**src/sv/pud_pkg.sv**
```systemverilog
// ----------------------------------------------------------------------------
// pud_pkg
// Shared types, codes and the helper function of the percent URL decoder.
// ----------------------------------------------------------------------------
package pud_pkg;

    // Decoder phases.
    localparam logic [1:0] PH_PLAIN = 2'd0;
    localparam logic [1:0] PH_ESC1  = 2'd1;
    localparam logic [1:0] PH_ESC2  = 2'd2;
    localparam logic [1:0] PH_QUERY = 2'd3;

    // Result kinds.
    localparam logic [1:0] KIND_DEC = 2'd0;
    localparam logic [1:0] KIND_RAW = 2'd1;
    localparam logic [1:0] KIND_SEP = 2'd2;

    // Configuration register indexes.
    localparam logic [1:0] REG_PLUS_AS_SPACE  = 2'd0;
    localparam logic [1:0] REG_SPLIT_AT_QUERY = 2'd1;
    localparam logic [1:0] REG_LEAD_NULL      = 2'd2;

    // Character constants.
    localparam logic [7:0] CH_PERCENT = 8'h25;
    localparam logic [7:0] CH_PLUS    = 8'h2B;
    localparam logic [7:0] CH_QUEST   = 8'h3F;
    localparam logic [7:0] CH_UPPER_A = 8'h41;
    localparam logic [7:0] CH_SPACE   = 8'h20;
    localparam logic [7:0] NIB_OFFSET = 8'd9;

    // Result queue geometry.
    localparam int QDEPTH = 4;
    localparam int QPTR_W = $clog2(QDEPTH);
    localparam int QCNT_W = $clog2(QDEPTH + 1);

    typedef struct packed {
        logic plus_as_space;
        logic split_at_query;
        logic lead_null;
    } t_cfg;

    typedef struct packed {
        logic [1:0] phase;
        logic [3:0] high_nibble;
        logic       started;
    } t_state;

    typedef struct packed {
        logic [7:0] out_byte;
        logic [1:0] out_kind;
        logic       out_last;
    } t_result;

    typedef struct packed {
        logic [1:0] n_res;
        t_result    res0;
        t_result    res1;
        t_state     next_state;
    } t_step;

    // Hex digit value without any checking of the character.
    function automatic logic [3:0] nibble_of(input logic [7:0] c);
        logic [7:0] sum;
        sum = c + NIB_OFFSET;
        if (c < CH_UPPER_A) begin
            return c[3:0];
        end
        return sum[3:0];
    endfunction

endpackage

```
**src/sv/pud_in_if.sv**
```systemverilog
// ----------------------------------------------------------------------------
// pud_in_if
// Input channel of the decoder: one encoded byte and its last-byte flag.
// ----------------------------------------------------------------------------
interface pud_in_if;
    logic       valid;
    logic       ready;
    logic [7:0] in_byte;
    logic       in_last;

    modport source (output valid, output in_byte, output in_last, input ready);
    modport sink   (input valid, input in_byte, input in_last, output ready);
endinterface

```
**src/sv/pud_out_if.sv**
```systemverilog
// ----------------------------------------------------------------------------
// pud_out_if
// Output channel of the decoder: one result byte with its kind and last flag.
// ----------------------------------------------------------------------------
interface pud_out_if;
    logic       valid;
    logic       ready;
    logic [7:0] out_byte;
    logic [1:0] out_kind;
    logic       out_last;

    modport source (output valid, output out_byte, output out_kind,
                    output out_last, input ready);
    modport sink   (input valid, input out_byte, input out_kind,
                    input out_last, output ready);
endinterface

```
**src/sv/percent_url_decoder_top.sv**
```systemverilog
// ----------------------------------------------------------------------------
// percent_url_decoder_top
// Streaming percent decoder for URL path and query components.
// ----------------------------------------------------------------------------
// A byte passes through the input register and then the result queue.
// Throughput: one input item per cycle while the queue has room; the output
// port moves one item per cycle, so a string's leading zero byte adds an item.
// Reset (synchronous, active low) empties the input register and the result
// queue, clears the decoder state and loads the register defaults
// (plus_as_space = 1, split_at_query = 0, lead_null = 0).
// ----------------------------------------------------------------------------
module percent_url_decoder_top
    import pud_pkg::*;
(
    input  logic       i_clk,
    input  logic       i_rst_n,
    input  logic       i_cfg_we,
    input  logic [1:0] i_cfg_idx,
    input  logic       i_cfg_data,
    pud_in_if.sink     i_in,
    pud_out_if.source  o_out
);

    // Configuration registers. Index three is not a register and is ignored.
    t_cfg r_cfg;

    always_ff @(posedge i_clk) begin
        if (!i_rst_n) begin
            r_cfg <= '{plus_as_space: 1'b1, split_at_query: 1'b0, lead_null: 1'b0};
        end else if (i_cfg_we) begin
            unique case (i_cfg_idx)
                REG_PLUS_AS_SPACE:  r_cfg.plus_as_space  <= i_cfg_data;
                REG_SPLIT_AT_QUERY: r_cfg.split_at_query <= i_cfg_data;
                REG_LEAD_NULL:      r_cfg.lead_null      <= i_cfg_data;
                default:            r_cfg                <= r_cfg;
            endcase
        end
    end

    // Input register. It is refilled in the same cycle that its item is
    // decoded, so a new byte can enter on every clock while the queue has room.
    logic       r_in_vld;
    logic [7:0] r_in_byte;
    logic       r_in_last;
    logic       advance;
    logic       in_acc;

    assign in_acc     = i_in.valid && i_in.ready;
    assign i_in.ready = !r_in_vld || advance;

    always_ff @(posedge i_clk) begin
        if (!i_rst_n) begin
            r_in_vld <= 1'b0;
        end else if (in_acc) begin
            r_in_vld <= 1'b1;
        end else if (advance) begin
            r_in_vld <= 1'b0;
        end
    end

    always_ff @(posedge i_clk) begin
        if (in_acc) begin
            r_in_byte <= i_in.in_byte;
            r_in_last <= i_in.in_last;
        end
    end

    // Decoder state and the decode logic for the byte in the input register.
    t_state r_state;
    t_step  step;

    pud_step u_step (
        .i_cfg   (r_cfg),
        .i_state (r_state),
        .i_byte  (r_in_byte),
        .i_last  (r_in_last),
        .o_step  (step)
    );

    // Results land in a short queue that decouples the two sides. A byte is
    // decoded only when every result it causes fits into the queue.
    t_result           q_head;
    logic              q_nonempty;
    logic [QCNT_W-1:0] q_free;
    logic              pop;
    logic [1:0]        push_n;

    assign advance = r_in_vld && (q_free >= QCNT_W'(step.n_res));
    assign push_n  = advance ? step.n_res : 2'd0;
    assign pop     = o_out.valid && o_out.ready;

    always_ff @(posedge i_clk) begin
        if (!i_rst_n) begin
            r_state <= '{phase: PH_PLAIN, high_nibble: 4'd0, started: 1'b0};
        end else if (advance) begin
            r_state <= step.next_state;
        end
    end

    pud_outq u_outq (
        .i_clk      (i_clk),
        .i_rst_n    (i_rst_n),
        .i_push_n   (push_n),
        .i_res0     (step.res0),
        .i_res1     (step.res1),
        .i_pop      (pop),
        .o_head     (q_head),
        .o_nonempty (q_nonempty),
        .o_free     (q_free)
    );

    assign o_out.valid    = q_nonempty;
    assign o_out.out_byte = q_head.out_byte;
    assign o_out.out_kind = q_head.out_kind;
    assign o_out.out_last = q_head.out_last;

    // A byte that ends a string always produces at least one result.
    a_last_has_result : assert property (@(posedge i_clk) disable iff (!i_rst_n)
        (advance && r_in_last) |-> (step.n_res != 2'd0))
        else $error("string end decoded without a result");

    // After the end of a string the decoder is back in its plain phase.
    a_last_clears_state : assert property (@(posedge i_clk) disable iff (!i_rst_n)
        (advance && r_in_last) |=> (!r_state.started && r_state.phase == PH_PLAIN))
        else $error("decoder state not cleared at string end");

    // The queue never takes more results than it has room for.
    a_queue_room : assert property (@(posedge i_clk) disable iff (!i_rst_n)
        (push_n != 2'd0) |-> (QCNT_W'(push_n) <= q_free))
        else $error("result queue overflow");

    // The input register only drains when its byte has been decoded.
    a_in_hold : assert property (@(posedge i_clk) disable iff (!i_rst_n)
        (r_in_vld && !advance) |=> (r_in_vld && $stable(r_in_byte)))
        else $error("input item lost while stalled");

endmodule

```
**src/sv/pud_step.sv**
```systemverilog
// ----------------------------------------------------------------------------
// pud_step
// Decode logic for one byte: results it causes and the next decoder state.
// ----------------------------------------------------------------------------
module pud_step
    import pud_pkg::*;
(
    input  t_cfg       i_cfg,
    input  t_state     i_state,
    input  logic [7:0] i_byte,
    input  logic       i_last,
    output t_step      o_step
);

    logic    lead;
    logic    main_vld;
    t_result main_res;
    t_state  nxt;

    always_comb begin
        lead     = !i_state.started && i_cfg.lead_null;
        main_vld = 1'b1;
        main_res = '{out_byte: i_byte, out_kind: KIND_DEC, out_last: i_last};
        nxt      = i_state;
        nxt.started = 1'b1;

        unique case (i_state.phase)
            PH_ESC1: begin
                if (i_last) begin
                    main_res.out_byte = 8'h00;
                end else begin
                    main_vld        = 1'b0;
                    nxt.high_nibble = nibble_of(i_byte);
                    nxt.phase       = PH_ESC2;
                end
            end
            PH_ESC2: begin
                main_res.out_byte = {i_state.high_nibble, nibble_of(i_byte)};
                nxt.phase         = PH_PLAIN;
            end
            PH_QUERY: begin
                main_res.out_kind = KIND_RAW;
            end
            default: begin
                priority if (i_byte == CH_PERCENT) begin
                    if (i_last) begin
                        main_res.out_byte = 8'h00;
                    end else begin
                        main_vld  = 1'b0;
                        nxt.phase = PH_ESC1;
                    end
                end else if (i_byte == CH_QUEST && i_cfg.split_at_query) begin
                    main_res.out_byte = 8'h00;
                    main_res.out_kind = KIND_SEP;
                    nxt.phase         = PH_QUERY;
                end else if (i_byte == CH_PLUS && i_cfg.plus_as_space) begin
                    main_res.out_byte = CH_SPACE;
                end else begin
                    main_res.out_byte = i_byte;
                end
            end
        endcase

        // The end of a string puts the state back to its reset values.
        if (i_last) begin
            nxt = '{phase: PH_PLAIN, high_nibble: 4'd0, started: 1'b0};
        end

        o_step.next_state = nxt;
        o_step.n_res      = {1'b0, lead} + {1'b0, main_vld};
        if (lead) begin
            o_step.res0 = '{out_byte: 8'h00, out_kind: KIND_DEC, out_last: 1'b0};
            o_step.res1 = main_res;
        end else begin
            o_step.res0 = main_res;
            o_step.res1 = main_res;
        end
    end

endmodule

```
**src/sv/pud_outq.sv**
```systemverilog
// ----------------------------------------------------------------------------
// pud_outq
// Small result queue: takes up to two results a cycle, hands out one.
// ----------------------------------------------------------------------------
module pud_outq
    import pud_pkg::*;
(
    input  logic              i_clk,
    input  logic              i_rst_n,
    input  logic [1:0]        i_push_n,
    input  t_result           i_res0,
    input  t_result           i_res1,
    input  logic              i_pop,
    output t_result           o_head,
    output logic              o_nonempty,
    output logic [QCNT_W-1:0] o_free
);

    t_result           r_mem [QDEPTH];
    logic [QPTR_W-1:0] r_wr;
    logic [QPTR_W-1:0] r_rd;
    logic [QCNT_W-1:0] r_count;
    logic [QPTR_W-1:0] wr_plus1;

    assign wr_plus1   = r_wr + QPTR_W'(1);
    assign o_head     = r_mem[r_rd];
    assign o_nonempty = (r_count != '0);
    // Room that a push may use in this cycle, counting the slot freed by a pop.
    assign o_free     = QCNT_W'(QDEPTH) - r_count + QCNT_W'(i_pop);

    always_ff @(posedge i_clk) begin
        if (i_push_n != 2'd0) begin
            r_mem[r_wr] <= i_res0;
        end
        if (i_push_n == 2'd2) begin
            r_mem[wr_plus1] <= i_res1;
        end
    end

    always_ff @(posedge i_clk) begin
        if (!i_rst_n) begin
            r_wr    <= '0;
            r_rd    <= '0;
            r_count <= '0;
        end else begin
            r_wr    <= r_wr + QPTR_W'(i_push_n);
            r_rd    <= r_rd + QPTR_W'(i_pop);
            r_count <= r_count + QCNT_W'(i_push_n) - QCNT_W'(i_pop);
        end
    end

endmodule
```
**src/flat_wrapper.sv**
```systemverilog
// flat-port wrapper written by rule: the top's interface ports become plain ports
module percent_url_decoder_top_flat import pud_pkg::*;
  (i_clk, i_rst_n, i_cfg_we, i_cfg_idx, i_cfg_data, i_in_valid, i_in_in_byte, i_in_in_last, i_in_ready, o_out_valid, o_out_out_byte, o_out_out_kind, o_out_out_last, o_out_ready);
  pud_in_if i_in_i ();
  pud_out_if o_out_i ();
  input  logic i_clk;
  input  logic i_rst_n;
  input  logic i_cfg_we;
  input  logic [1:0] i_cfg_idx;
  input  logic i_cfg_data;
  input wire logic [$bits(i_in_i.valid)-1:0] i_in_valid;
  input wire logic [$bits(i_in_i.in_byte)-1:0] i_in_in_byte;
  input wire logic [$bits(i_in_i.in_last)-1:0] i_in_in_last;
  output wire logic [$bits(i_in_i.ready)-1:0] i_in_ready;
  output wire logic [$bits(o_out_i.valid)-1:0] o_out_valid;
  output wire logic [$bits(o_out_i.out_byte)-1:0] o_out_out_byte;
  output wire logic [$bits(o_out_i.out_kind)-1:0] o_out_out_kind;
  output wire logic [$bits(o_out_i.out_last)-1:0] o_out_out_last;
  input wire logic [$bits(o_out_i.ready)-1:0] o_out_ready;
  assign i_in_i.valid = i_in_valid;
  assign i_in_i.in_byte = i_in_in_byte;
  assign i_in_i.in_last = i_in_in_last;
  assign i_in_ready = i_in_i.ready;
  assign o_out_valid = o_out_i.valid;
  assign o_out_out_byte = o_out_i.out_byte;
  assign o_out_out_kind = o_out_i.out_kind;
  assign o_out_out_last = o_out_i.out_last;
  assign o_out_i.ready = o_out_ready;
  percent_url_decoder_top u_core (.i_clk(i_clk), .i_rst_n(i_rst_n), .i_cfg_we(i_cfg_we), .i_cfg_idx(i_cfg_idx), .i_cfg_data(i_cfg_data), .i_in(i_in_i), .o_out(o_out_i));
endmodule
```
**config.mk**
```make
export PLATFORM = sky130hd
export DESIGN_NAME = percent_url_decoder_top_flat
export DESIGN_NICKNAME = d
export VERILOG_FILES = /design/src/sv/pud_pkg.sv /design/src/sv/pud_in_if.sv /design/src/sv/pud_out_if.sv /design/src/sv/percent_url_decoder_top.sv /design/src/sv/pud_step.sv /design/src/sv/pud_outq.sv /design/src/flat_wrapper.sv
export SDC_FILE = /design/constraint.sdc
export NUM_CORES = 1
export LEC_CHECK = 0
export BUFFER_PORTS_ARGS = -buffer_cell sky130_fd_sc_hd__buf_2
export CORE_AREA = 10 10 132 134
export CTS_CLUSTER_SIZE = 10
export DETAILED_ROUTE_END_ITERATION = 7
export DIE_AREA = 0 0 142 144
export SLEW_MARGIN = 20
export SYNTH_ARGS = -nofsm -noshare
export SYNTH_HDL_FRONTEND = slang
export SYNTH_SLANG_ARGS = --single-unit
```
**constraint.sdc**
```tcl
create_clock -name i_clk -period 10.84 [get_ports i_clk]
set_input_delay 0.542 -clock i_clk [delete_from_list [all_inputs] [get_ports i_clk]]
set_output_delay 0.542 -clock i_clk [all_outputs]
set_load 0.05 [all_outputs]
```
==> flow_summary.json <==
{
  "firstDrtPassIters": 4,
  "synth_area_leaders": "edfxtp_1 44%, dfxtp_1 9.9%, mux4_2 6.8%",
  "fill_cells": 1556,
  "syn_nets": 348,
  "n_antenna_cell": 0,
  "fmax_mhz": 218.6,
  "h-tree-depth": 3,
  "io_buffer_count": 29,
  "finalHoldViolCount": 0,
  "cts_tree": "done",
  "gr-usage-all-layers": 0.08288,
  "endpoint": "u_core.u_outq.r_count[2]$_SDFF_PN0_",
  "die_w_um": 142,
  "drv_slew": 0,
  "synthArstFlopShare": 0,
  "synth_seq_area_share": 0.5377,
  "cts_buffers": 9,
  "synth-edff-count": 53,
  "drive_gt1_frac": 0.1919,
  "cts_sinks": 71,
  "rsz0062_at_grt": "false",
  "die_h_um": 144,
  "dp_hpwl_um": 5770,
  "gp_congestion": 0.8607,
  "remaining_drc_errors": 0,
  "core_um2": 14860,
  "grt_start_max_net_pins": 21,
  "design_area_um2": 4257,
  "vias_per_cell": 4.508,
  "cp.required_ns": 11.06,
  "postRouteAntennaNets": 0,
  "worstSetupStartpointType": "register",
  "post-route-min-period_ns": 4.575,
  "power_leakage_nw": 1.573,
  "dieArea_um2": 20450,
  "ir_drop_mv": 0.07567,
  "final_nets": 376,
  "cts_hold_buf": 0,
  "synth_cell_types": 50,
  "cts_buffer_depth": 2,
  "root_buffer": "clkbuf_16",
  "rr_endpoint": "u_core.u_outq.r_count[2]$_SDFF_PN0_",
  "setup_viol": 0,
  "fin_tns_setup_ns": 0,
  "syn-instance-count": 311,
  "path_max_fanout": 13,
  "worst_pin_slew_ns": 1.091,
  "multi_input_area_um2": 1560,
  "relSlewSlack": 0.2729,
  "power.total_w": 0.0009432,
  "synth_area_um2": 3630,
  "finalCritPeriodShare": 0.4220,
  "rrSetupSlack_ns": 6.27,
  "ioPinCount": 30,
  "avgSynthCellArea_um2": 11.67,
  "wl_per_cell_um": 15.11,
  "r2r_start": "u_core.r_state[5]$_SDFFE_PN0P_",
  "crit_path_start": "u_core.r_state[5]$_SDFFE_PN0P_",
  "num_vias": 2398,
  "ys_warn_count": 0,
  "drtIter0Drc": 217,
  "antenna_found_initial": 0,
  "clk_latency_ns": 0.33,
  "num_rows": 45,
  "skew_ns": 0.01100,
  "cp-end-kind": "register",
  "placed_area_um2": 3963,
  "powerDensity_nw_per_um2": 221.6,
  "hp-class": "in -> reg",
  "status": "completed",
  "netlist.top_cell.by_area": "edfxtp_1",
  "crit_arrival_ns": 4.79,
  "cts-resized-gates": 0,
  "initial_core_util": 0.2442,
  "overflow": 0,
  "post_cts_buffers": 0,
  "drt-total-wl_um": 8040,
  "grt_pass1_wl_um": 13380,
  "critPathKind": "reg -> reg",
  "yosys.area.top_type_share": 0.4385,
  "cts.reportedPaths.clkPinSlew_ns": 0.06,
  "synth-seq-cells": 71,
  "max_cap_viol_count": 0,
  "synth_top_flop_cell": "edfxtp_1",
  "ff2ff_path_depth": 18,
  "seq_area_um2": 1952,
  "areaGrowthSynthToFinish_pct": 17.27,
  "grt_pass1_vias": 2585
}
## cell families (layout without fill, tap and decap cells)
family	Yosys count	count (layout)	share of synthesized area
buffers and inverters	31	64	0.03654
and+or+nand+nor	124	124	0.1741
DFF	71	71	0.5377
muxes	15	15	0.07928
AOI/OAI and AO/OA	43	43	0.08446
xor gates and xnor gates	7	7	0.01689
adders and majority gates	20	20	0.07101
## cells in the final DEF (no fill, tap or decap), drive strengths merged, types with 2 or more instances in the layout
cell type	netlist	final
edfxtp	53	53
nor2	52	52
buf	8	31
inv	17	21
ha	19	19
dfxtp	18	18
nand2	17	17
nor2b	14	14
mux4	11	11
a21oi	11	11
clkbuf	6	9
and2	9	9
nand2b	7	7
o21ai	7	7
xor2	4	4
a32oi	4	4
nand4	4	4
mux2i	4	4
nand3b	4	4
nor3	4	4
xnor2	3	3
clkinvlp	0	3
a31oi	3	3
or3	2	2
a22oi	2	2
nand4bb	2	2
o211ai	2	2
nand3	2	2
nor3b	2	2
o32ai	2	2
## worst min-delay path by stage
stage                                    from                             end  slack, ns  depth (start not counted)
6_report                      i_in_in_byte[3]   u_core.r_in_byte[3]$_DFFE_PP_       0.39                          1
5_1_grt                       i_in_in_byte[3]   u_core.r_in_byte[3]$_DFFE_PP_       0.37                          1
4_1_cts                       i_in_in_byte[3]   u_core.r_in_byte[3]$_DFFE_PP_       0.37                          1
3_5_place_dp   u_core.r_state[4]$_SDFFE_PN0P_  u_core.r_state[4]$_SDFFE_PN0P_       0.46                          2
3_3_place_gp   u_core.r_state[4]$_SDFFE_PN0P_  u_core.r_state[4]$_SDFFE_PN0P_       0.46                          2
2_1_floorplan  u_core.r_state[1]$_SDFFE_PN0P_  u_core.r_state[1]$_SDFFE_PN0P_       0.43                          2
## cells in the mapped netlist (2+ instances only)
| cell | number |
|---|---|
| o21ai_1 | 2 |
| nand2_1 | 17 |
| and2_1 | 8 |
| buf_2 | 7 |
| xnor2_1 | 3 |
| a31oi_1 | 3 |
| a32oi_1 | 4 |
| mux2i_1 | 4 |
| nand3b_1 | 4 |
| xor2_1 | 4 |
| a21oi_1 | 11 |
| clkbuf_1 | 6 |
| nand2b_1 | 7 |
| ha_1 | 19 |
| nand4_1 | 4 |
| o32ai_1 | 2 |
| nand4bb_1 | 2 |
| o21ai_0 | 5 |
| nand3_1 | 2 |
| o211ai_1 | 2 |
| or3_1 | 2 |
| nor2_1 | 52 |
| nor3_1 | 4 |
| inv_1 | 17 |
| mux4_2 | 11 |
| dfxtp_1 | 18 |
| a22oi_1 | 2 |
| nor2b_1 | 14 |
| edfxtp_1 | 53 |
| nor3b_1 | 2 |
## final cells by class
| type | count | share of cell area |
|---|---|---|
| clock buffers | 9 | 0.05291 |
| clock inverters | 7 | 0.01411 |
| inverters | 17 | 0.01499 |
| multi-input cells | 209 | 0.3666 |
| flip-flops and latches | 71 | 0.4586 |
| well taps | 188 | 0.05526 |
| repair buffers | 31 | 0.03763 |
## report_power, final
part	internal, W	switching (W)
logic	0.000107	0.000190
clock network	0.000159	0.000121
registers	0.000332	0.0000345
## layer usage
layer,vias up,track usage,wire length (um)
li1,1188,-,-
met1,1143,0.1059,3908
met2,63,0.1299,3678
met3,4,0.02919,396
met4,0,0.02152,57
met5,-,0,0
## worst max-delay path: stages (launching register included)
cell       delay [ns]
dfxtp_1          0.42
inv_1            0.11
ha_1             0.36
a2111oi_0        0.45
a31oi_1          0.10
ha_1             0.38
ha_1             0.30
nand2b_1         0.10
a211oi_2         0.09
nor2b_1          0.64
nand2_1          0.17
ha_1             0.31
inv_1            0.06
ha_1             0.14
inv_1            0.05
fa_1             0.36
xor2_1           0.16
xnor2_1          0.12
and2_1           0.15
## through the flow
step / util / hold WS (ns) / setup WS (ns) / std cells
2_1_floorplan: - / 0.4298 / 6.839 / 311
3_3_place_gp: 0.2662 / 0.4594 / 6.548 / 516
3_5_place_dp: 0.2666 / 0.4605 / 6.348 / 516
4_1_cts: 0.2858 / 0.3734 / 6.321 / 532
5_1_grt: 0.2864 / 0.3651 / 5.850 / 532
6_report: 0.2864 / 0.3870 / 6.265 / 532
## registers in the layout, indices dropped and copies added (netlist names)
register / cells
u_core.u_outq.r_mem: 44
u_core.r_in_byte: 8
u_core.r_state: 7
u_core.r_cfg: 3
u_core.u_outq.r_count: 3
u_core.u_outq.r_rd: 2
u_core.u_outq.r_wr: 2
u_core.r_in_last: 1
u_core.r_in_vld: 1
Note: power is estimated with default switching activity, not from simulation.
